===== src/tls_pkg.sv =====
// Shared types and constants for the traffic light sequencer.
// No dependencies; every other file refers to this package by scoped names.
`default_nettype none
package tls_pkg;

  localparam int NumRegs   = 8;
  localparam int LenW      = 7;
  localparam int AddrW     = 5;
  localparam int DataW     = 32;

  localparam logic [LenW-1:0] MaxCount = 7'd99;

  // Register indexes
  localparam logic [2:0] RegGreenNormal  = 3'd0;
  localparam logic [2:0] RegGreenSensor  = 3'd1;
  localparam logic [2:0] RegGreenRequest = 3'd2;
  localparam logic [2:0] RegAmberNormal  = 3'd3;
  localparam logic [2:0] RegRequestHold  = 3'd4;
  localparam logic [2:0] RegRedNormal    = 3'd5;
  localparam logic [2:0] RegRedSensor    = 3'd6;
  localparam logic [2:0] RegRedRequest   = 3'd7;

  // Phase codes
  localparam logic [2:0] PhStart    = 3'd0;
  localparam logic [2:0] PhGreen    = 3'd1;
  localparam logic [2:0] PhAmber    = 3'd2;
  localparam logic [2:0] PhRed      = 3'd3;
  localparam logic [2:0] PhReqLead  = 3'd4;
  localparam logic [2:0] PhReqGreen = 3'd5;
  localparam logic [2:0] PhReqAmber = 3'd6;
  localparam logic [2:0] PhReqRed   = 3'd7;

  // Lamp codes
  localparam logic [1:0] LampGreen = 2'd0;
  localparam logic [1:0] LampAmber = 2'd1;
  localparam logic [1:0] LampRed   = 2'd2;

  typedef logic [LenW-1:0] len_t;
  typedef len_t [NumRegs-1:0] cfg_t;

  typedef struct packed {
    logic sensor_level;
    logic request_edge;
  } in_t;

  typedef struct packed {
    logic [1:0] lamp;
    logic       cross_line;
    logic [3:0] count_tens;
    logic [3:0] count_units;
    logic       serving_request;
  } out_t;

  // Next phase and count handed from the sequencer to the display stage
  typedef struct packed {
    logic       load;
    logic [2:0] phase;
    len_t       remaining;
  } seq_view_t;

endpackage
`default_nettype wire


===== src/traffic_light_sequencer.sv =====
// Traffic light sequencer top level: config registers, sequencer, display.
// Latency: a result appears in the cycle after its tick request is accepted.
// Throughput: one request per cycle; input is taken whenever the result
// register is empty or being drained in the same cycle.
// Reset: synchronous, active high; restores register defaults, clears sequencer state and out_valid.
// Depends on tls_pkg, tls_regs, tls_seq, tls_disp.
`default_nettype none
module traffic_light_sequencer (
  input  wire logic                      clk,
  input  wire logic                      rst,
  input  wire logic                      in_valid,
  output logic                           in_ready,
  input  wire tls_pkg::in_t              in_data,
  output logic                           out_valid,
  input  wire logic                      out_ready,
  output tls_pkg::out_t                  out_data,
  input  wire logic                      psel,
  input  wire logic                      penable,
  input  wire logic                      pwrite,
  input  wire logic [tls_pkg::AddrW-1:0] paddr,
  input  wire logic [tls_pkg::DataW-1:0] pwdata,
  output logic      [tls_pkg::DataW-1:0] prdata,
  output logic                           pready
);

  tls_pkg::cfg_t      cfg;
  tls_pkg::seq_view_t view;
  logic               accept;

  assign in_ready = !out_valid || out_ready;
  assign accept   = in_valid && in_ready;

  tls_regs u_regs (
    .clk     (clk),
    .rst     (rst),
    .psel    (psel),
    .penable (penable),
    .pwrite  (pwrite),
    .paddr   (paddr),
    .pwdata  (pwdata),
    .prdata  (prdata),
    .pready  (pready),
    .cfg     (cfg)
  );

  tls_seq u_seq (
    .clk     (clk),
    .rst     (rst),
    .accept  (accept),
    .in_data (in_data),
    .cfg     (cfg),
    .view    (view)
  );

  tls_disp u_disp (
    .clk       (clk),
    .rst       (rst),
    .view      (view),
    .out_ready (out_ready),
    .out_valid (out_valid),
    .out_data  (out_data)
  );

endmodule
`default_nettype wire


===== src/tls_regs.sv =====
// APB-style configuration registers holding the phase lengths.
// Depends on tls_pkg.
`default_nettype none
module tls_regs (
  input  wire logic                      clk,
  input  wire logic                      rst,
  input  wire logic                      psel,
  input  wire logic                      penable,
  input  wire logic                      pwrite,
  input  wire logic [tls_pkg::AddrW-1:0] paddr,
  input  wire logic [tls_pkg::DataW-1:0] pwdata,
  output logic      [tls_pkg::DataW-1:0] prdata,
  output logic                           pready,
  output tls_pkg::cfg_t                  cfg
);

  tls_pkg::cfg_t regs;
  logic [2:0]    idx;
  logic          wr_en;

  assign idx    = paddr[tls_pkg::AddrW-1:2];
  assign wr_en  = psel && penable && pwrite;
  assign pready = 1'b1;
  assign cfg    = regs;
  assign prdata = {{(tls_pkg::DataW - tls_pkg::LenW){1'b0}}, regs[idx]};

  always_ff @(posedge clk) begin
    if (rst) begin
      regs[tls_pkg::RegGreenNormal]  <= 7'd30;
      regs[tls_pkg::RegGreenSensor]  <= 7'd66;
      regs[tls_pkg::RegGreenRequest] <= 7'd66;
      regs[tls_pkg::RegAmberNormal]  <= 7'd3;
      regs[tls_pkg::RegRequestHold]  <= 7'd8;
      regs[tls_pkg::RegRedNormal]    <= 7'd20;
      regs[tls_pkg::RegRedSensor]    <= 7'd30;
      regs[tls_pkg::RegRedRequest]   <= 7'd30;
    end else if (wr_en) begin
      regs[idx] <= pwdata[tls_pkg::LenW-1:0];
    end
  end

endmodule
`default_nettype wire


===== src/tls_seq.sv =====
// Phase sequencer: normal cycle, request preemption and countdown.
// Depends on tls_pkg.
`default_nettype none
module tls_seq (
  input  wire logic          clk,
  input  wire logic          rst,
  input  wire logic          accept,
  input  wire tls_pkg::in_t  in_data,
  input  wire tls_pkg::cfg_t cfg,
  output tls_pkg::seq_view_t view
);

  logic [2:0]    phase, phase_next;
  tls_pkg::len_t remaining, remaining_next;
  logic          long_mode, long_mode_next;
  logic [1:0]    resume_phase, resume_phase_next;
  logic          dec;
  logic [2:0]    sel;
  tls_pkg::len_t raw_len, len;

  // Pick the length register for the phase being entered
  always_comb begin
    unique case (phase_next)
      tls_pkg::PhGreen:
        sel = long_mode_next ? tls_pkg::RegGreenSensor : tls_pkg::RegGreenNormal;
      tls_pkg::PhAmber:    sel = tls_pkg::RegAmberNormal;
      tls_pkg::PhRed:
        sel = long_mode_next ? tls_pkg::RegRedSensor : tls_pkg::RegRedNormal;
      tls_pkg::PhReqLead:  sel = tls_pkg::RegRequestHold;
      tls_pkg::PhReqGreen: sel = tls_pkg::RegGreenRequest;
      tls_pkg::PhReqAmber: sel = tls_pkg::RegRequestHold;
      default:             sel = tls_pkg::RegRedRequest;
    endcase
    raw_len = cfg[sel];
    if (raw_len == '0) begin
      len = 7'd1;
    end else if (raw_len > tls_pkg::MaxCount) begin
      len = tls_pkg::MaxCount;
    end else begin
      len = raw_len;
    end
  end

  always_comb begin
    phase_next        = phase;
    long_mode_next    = long_mode;
    resume_phase_next = resume_phase;
    dec               = 1'b0;
    if (in_data.request_edge && !phase[2]) begin
      phase_next = (phase == tls_pkg::PhRed) ? tls_pkg::PhReqLead : tls_pkg::PhReqGreen;
      if (phase == tls_pkg::PhGreen) begin
        resume_phase_next = tls_pkg::PhAmber[1:0];
      end else if (phase == tls_pkg::PhAmber) begin
        resume_phase_next = tls_pkg::PhRed[1:0];
      end else begin
        resume_phase_next = tls_pkg::PhStart[1:0];
      end
    end else if (phase == tls_pkg::PhStart) begin
      long_mode_next = in_data.sensor_level;
      phase_next     = tls_pkg::PhGreen;
    end else if (remaining > 7'd1) begin
      dec = 1'b1;
    end else begin
      unique case (phase)
        tls_pkg::PhGreen:    phase_next = tls_pkg::PhAmber;
        tls_pkg::PhAmber:    phase_next = tls_pkg::PhRed;
        tls_pkg::PhReqLead:  phase_next = tls_pkg::PhReqGreen;
        tls_pkg::PhReqGreen: phase_next = tls_pkg::PhReqAmber;
        tls_pkg::PhReqAmber: phase_next = tls_pkg::PhReqRed;
        tls_pkg::PhReqRed: begin
          if (resume_phase == tls_pkg::PhAmber[1:0] ||
              resume_phase == tls_pkg::PhRed[1:0]) begin
            phase_next = {1'b0, resume_phase};
          end else begin
            long_mode_next = in_data.sensor_level;
            phase_next     = tls_pkg::PhGreen;
          end
        end
        default: begin
          // end of red: new cycle start
          long_mode_next = in_data.sensor_level;
          phase_next     = tls_pkg::PhGreen;
        end
      endcase
    end
  end

  assign remaining_next = dec ? remaining - 7'd1 : len;

  always_ff @(posedge clk) begin
    if (rst) begin
      phase        <= tls_pkg::PhStart;
      remaining    <= '0;
      long_mode    <= 1'b0;
      resume_phase <= '0;
    end else if (accept) begin
      phase        <= phase_next;
      remaining    <= remaining_next;
      long_mode    <= long_mode_next;
      resume_phase <= resume_phase_next;
    end
  end

  assign view.load      = accept;
  assign view.phase     = phase_next;
  assign view.remaining = remaining_next;

endmodule
`default_nettype wire


===== src/tls_disp.sv =====
// Display stage: lamp decode, BCD split and the result register.
// Depends on tls_pkg.
`default_nettype none
module tls_disp (
  input  wire logic               clk,
  input  wire logic               rst,
  input  wire tls_pkg::seq_view_t view,
  input  wire logic               out_ready,
  output logic                    out_valid,
  output tls_pkg::out_t           out_data
);

  logic [14:0]   prod;
  logic [3:0]    tens;
  tls_pkg::len_t tens_x10;
  tls_pkg::len_t units;
  logic [1:0]    lamp;
  tls_pkg::out_t res;

  // tens = floor(v / 10) for v up to 99 via multiply by 205, shift by 11
  assign prod     = {8'd0, view.remaining} * 15'd205;
  assign tens     = prod[14:11];
  assign tens_x10 = {tens, 3'b000} + {2'b00, tens, 1'b0};
  assign units    = view.remaining - tens_x10;

  always_comb begin
    case (view.phase)
      tls_pkg::PhGreen, tls_pkg::PhReqGreen: lamp = tls_pkg::LampGreen;
      tls_pkg::PhAmber, tls_pkg::PhReqAmber: lamp = tls_pkg::LampAmber;
      default:                               lamp = tls_pkg::LampRed;
    endcase
    res.lamp            = lamp;
    res.cross_line      = (lamp != tls_pkg::LampRed);
    res.count_tens      = tens;
    res.count_units     = units[3:0];
    res.serving_request = view.phase[2];
  end

  always_ff @(posedge clk) begin
    if (rst) begin
      out_valid <= 1'b0;
    end else if (view.load) begin
      out_valid <= 1'b1;
    end else if (out_ready) begin
      out_valid <= 1'b0;
    end
  end

  always_ff @(posedge clk) begin
    if (view.load) begin
      out_data <= res;
    end
  end

endmodule
`default_nettype wire


===== config.mk =====
export PLATFORM = sky130hd
export DESIGN_NAME = traffic_light_sequencer
export DESIGN_NICKNAME = d
export VERILOG_FILES = /design/src/tls_pkg.sv /design/src/traffic_light_sequencer.sv /design/src/tls_regs.sv /design/src/tls_seq.sv /design/src/tls_disp.sv
export SDC_FILE = /design/constraint.sdc
export NUM_CORES = 1
export LEC_CHECK = 0
export BUFFER_PORTS_ARGS = -buffer_cell sky130_fd_sc_hd__buf_2
export CAP_MARGIN = 5
export CORE_MARGIN = 2
export CORE_UTILIZATION = 45
export DETAILED_ROUTE_END_ITERATION = 12
export PLACE_DENSITY_LB_ADDON = 0.15
export SYNTH_ARGS = -nofsm -noshare
export SYNTH_HDL_FRONTEND = slang
export SYNTH_SLANG_ARGS = --single-unit

===== constraint.sdc =====
create_clock -name clk -period 7.45 [get_ports clk]
set_clock_uncertainty 0.15 [all_clocks]
set_input_delay 1.49 -clock clk [delete_from_list [all_inputs] [get_ports clk]]
set_output_delay 1.49 -clock clk [all_outputs]
set_load 0.01 [all_outputs]

---- Yosys cells after proc, flatten, opt, wreduce, memory -nomap -nowiden ----
Cells that the tools add are included.
storage, ports and cells
  word-level logic and storage cells ...... 92
  flip-flop bits (word level) ............. 82
operators by class
  equality and inequality tests ........... 16
  reductions and logical operators ........ 17
  multipliers ............................. 1
  multiplexer cells ....................... 32
  order comparisons ....................... 5
  add/sub/neg operators ................... 3
operators by type and width
  operator                                                    count
  bitwise mux 56 bit                                          1
  binary-select mux 7 bit (select 3 bit)                      2
  2-to-1 mux 7 bit                                            6
  demux 7 bit (select 3 bit)                                  1
  == test 3 bit, second input constant                        7
  one-hot mux 3 bit (6 select lines)                          1
  multiplier 7 x 8 -> 15 bit, second input constant           1
  one-hot mux 3 bit (5 select lines)                          1
  == test 3 x 2 -> 1 bit, second input constant               4
  2-to-1 mux 1 bit                                            11
  2-to-1 mux 3 bit                                            3
  less-than comparator 3 x 4 -> 1 bit, second input constant  2
  2-to-1 mux 2 bit                                            4
  > comparator 7 x 1 -> 1 bit, second input constant          1
  > comparator 7 bit, second input constant                   1
  logical NOT 7 bit                                           1
  subtractor 7 x 1 -> 7 bit, second input constant            1
  == test 3 x 1 -> 1 bit, second input constant               2
  OR reduction 2 bit                                          3
  logical AND 1 bit                                           5
  OR reduction 5 bit                                          1
  adder 4 bit                                                 1
  == test 2 bit, second input constant                        2
  one-hot mux 2 bit (2 select lines)                          1
  other kinds (9)                                             11

---- Longest topological paths before layout ----
  word-level depth ........................ 19
  gate-level depth with buffers ........... 34
  gate-level depth less buffers ........... 31

---- By module ----
A second synthesis with hierarchy kept.
unflattened totals
  cells, all modules ...................... 694
  area total of the unflattened synthesis .. 6188.4 µm²
modules (own cells, without submodules)
  module                   times used  cells an instance  area each (µm²)  seq. area each (µm²)
  tls_regs                 1           307                2869.0           1121.1
  tls_seq                  1           261                1890.6           260.2
  tls_disp                 1           124                1406.3           380.4
  traffic_light_sequencer  1           2                  22.5             0.0

---- Worst setup path before layout ----
OpenSTA, ideal clock, no wires.
  path kind ............................... input to register
  from .................................... in in_data[0] in the netlist's numbering
  to ...................................... reg u_disp.out_data[4] (netlist name)
  arrival time ............................ 7.645 ns
  data required time ...................... 7.041 ns
  slack ................................... -0.604 ns
  setup time .............................. 0.259 ns
  stages .................................. 28
  cell sequence ........................... clkbuf_1 > or3b_2 > o2111a_1 > nand2b_1 > a22oi_4 > mux2_4 > a2111oi_4 > nand4_1 > a311oi_1 > nor2_1 > ha_1 > fa_1 > inv_1 > fa_1 > inv_1 > ha_1 > ha_1 > nand4_1 > nor2_1 > nand2_1 > a2111o_1 > nand3b_1 > xor2_1 > ha_1 > o21ai_0 > o2111ai_2 > xnor2_1 > xnor2_1
RTL lines
  element      RTL line                       RTL
  from (decl)  traffic_light_sequencer.sv:13  input wire tls_pkg::in_t in_data,

==> qor.yml <==
dieHeight_um: 120
via_count: 5707
critPathKind: "input pin to flop"
tns_ns: 0
drt-initial-drc-count: 403
synth_edf_count: 12
via_per_inst: 5.70
dieArea_mm2: 0.0144
syn_to_final_growth_pct: 29.9
fp.dieW_um: 120
hp-class: "flop to flop"
place_area_mm2: 0.00702
start_util_pct: 45.8
yosysSeqAreaShare_pct: 29.2
ant_nets: 0
netlist.area_leader.share_pct: 23.2
synth.area.mux_share_pct: 11.8
io_buffers: 39
grt_overflow: 0
p_leak_uw: 0.00332
clkSinkCount: 82
synth-simple-area-share_pct: 17.5
peakVddDrop_v: 0.000308
synth_top_cell_by_area: "dfxtp_1"
synth_area_mm2: 0.00603
fin_crit_sh_pct: 99.0
clkLatencyLatePin_ns: 0.35
path_clk_slew_ns: 0.07
ioPinCount: 93
firstDrtPassIters: 5
crit_family: "adder cells"
drv_cap: 0
post-route-util_pct: 59.4
yosysWarningCount: 0
grt_max_degree: 71
final_max_slew_viol_count: 0
outcome: "complete, no violations"
wl_per_cell_um: 18.1
slowest_stage: "fa_1"
setup_violations: 0
path_buf_inv: 5
cts_root_buf: "clkbuf_16"
pwr_density_cell_mw_per_mm2: 500
end_kind: "flop"
fin_area_mm2: 0.00784
critPathLaunchType: "input pin"
critPathMaxFanout: 5
synth.avg_cell_area_um2: 8.77
fin_nets: 914
drc: 0
synth_compound_area_share_pct: 20.1
rsz0062_at_grt: "yes"
groute.usage.overall_pct: 25.4
hold_violations: 0
antenna_found_initial: 0
max_freq_mhz: 136
ctsHoldBuffers: 0
yosysMostFrequentCell: "nor2_1"
cts_tree: "built"
synth_xor_area_share_pct: 2.16
clockBufferDepth: 2
slew-limit-headroom_pct: 19.8
ys_types: 79
drive_above_1_share_pct: 31.5
gp_congestion: 0.966
async_reset_ff_share_pct: 0
synth_top_family_by_area: "compound AO/OA/AOI/OAI gates"
period_needed_ns: 7.38
grt_pass1_wl_mm: 28.8
synthFlopType: "dfxtp_1"
place_hpwl_mm: 12.8
cp.required_ns: 7.41
routed_wl_mm: 18.2
worst_pin_slew_ns: 1.20
postSynthCellCount: 688
yosys-top-cells-count: "nor2_1 (77), dfxtp_1 (70), nand2_1 (55), mux2i_1 (47), inv_1 (39)"
fill_cells: 1169
cp_slowest_stage_delay_ns: 0.53
rows: 42
diodes: 0
core_area_mm2: 0.0132
whs_ns: 0.342
cts_buffers: 9
arrival_ns: 7.33
htree_levels: 3
ys_top_cells_by_area: "dfxtp_1 (23%), ha_1 (7.9%), mux2i_1 (7.8%), edfxtp_1 (6.0%), nor2_1 (4.8%)"
synthAdderAreaFrac_pct: 10.5
grt_pass1_vias: 5594
synth-seq-cells: 82
sequential cells by signal (all words and copies together), names as in the netlist:
name and count:
u_disp.out_data 12, u_disp.out_valid 1, u_regs.cfg 56, u_seq.long_mode 1, u_seq.phase 3, u_seq.remaining 7
u_seq.resume_phase 2
power by group:
group	total (uW)	switching, uW	leakage (uW)	internal, uW
logic	2910	1390	0.00249	1510
registers	588	24.8	0.000685	563
clock network	428	193	0.000139	235
total	3920	1610	0.00332	2310
placed cells by master (no fill, tap or decap), drive strengths merged, types with 19 or more instances in the layout:
master,count
nor2b,23
ha,38
nand2,55
a211o,25
mux2i,47
a21oi,32
dfxtp,70
inv,42
conb,26
buf,164
o21ai,23
nand3,19
nor2,77
area by class of cell:
class	instances	area, um2	area share, %
well taps	176	220	2.81
multi-input cells	524	4230	54.0
clock buffers	10	239	3.05
repair buffers	164	1190	15.2
flip-flops and latches	82	1760	22.5
inverters	41	154	1.96
clock inverters	5	37.5	0.479
final timing paths:
kind | slack [ns] | startpoint | depth (start not counted) | endpoint
worst min register to register | 0.34 | u_seq.remaining[5] | 2 | u_seq.remaining[5]
worst max-delay path | 0.07 | in_data[0] | 30 | u_disp.out_data[4]
worst max register to register | 0.29 | u_seq.remaining[2] | 29 | u_disp.out_data[4]
worst min-delay path | 0.34 | u_seq.remaining[5] | 2 | u_seq.remaining[5]
worst reg2reg max path, delay by kind of cell (launching register included):
family	cells	cell delay, ns
buffers and inverters	4	0.70
AOI/OAI and AO/OA	6	1.24
xor gates and xnor gates	3	0.46
DFF	1	0.32
and+or+nand+nor	9	1.97
adders and majority gates	6	1.79
muxes	1	0.31
per-layer routing:
metal	wire length, um	track usage, %
met2	8730	42.0
met1	8030	33.3
met3	934	3.99
met5	0	0
met4	462	10.2
through the flow:
stage | instances | setup WS [ns] | power [uW]
after global placement | 963 | -0.542 | 2830
final | 1002 | 0.0735 | 3920
after floorplan | 712 | -0.141 | 2090
after detailed placement | 963 | -0.635 | 2910
after CTS | 990 | 0.000156 | 3720
after global routing | 1002 | -0.233 | 4230
cell families (layout without fill, tap and decap cells):
kind of cell               Yosys count  count (layout)
AOI/OAI and AO/OA                  156             156
xor gates and xnor gates            14              14
adders and majority gates           46              46
buffers and inverters              106             220
DFF                                 82              82
muxes                               60              60
other                                2              26
and+or+nand+nor                    222             222
what timing repair did:
item / 4_1_cts / 5_1_grt
resized for setup: 27 / 32
pin swaps: 25 / 20
setup buffers: 12 / 12
setup endpoints to repair: 4 / 5
(Power assumes the default switching activity.)
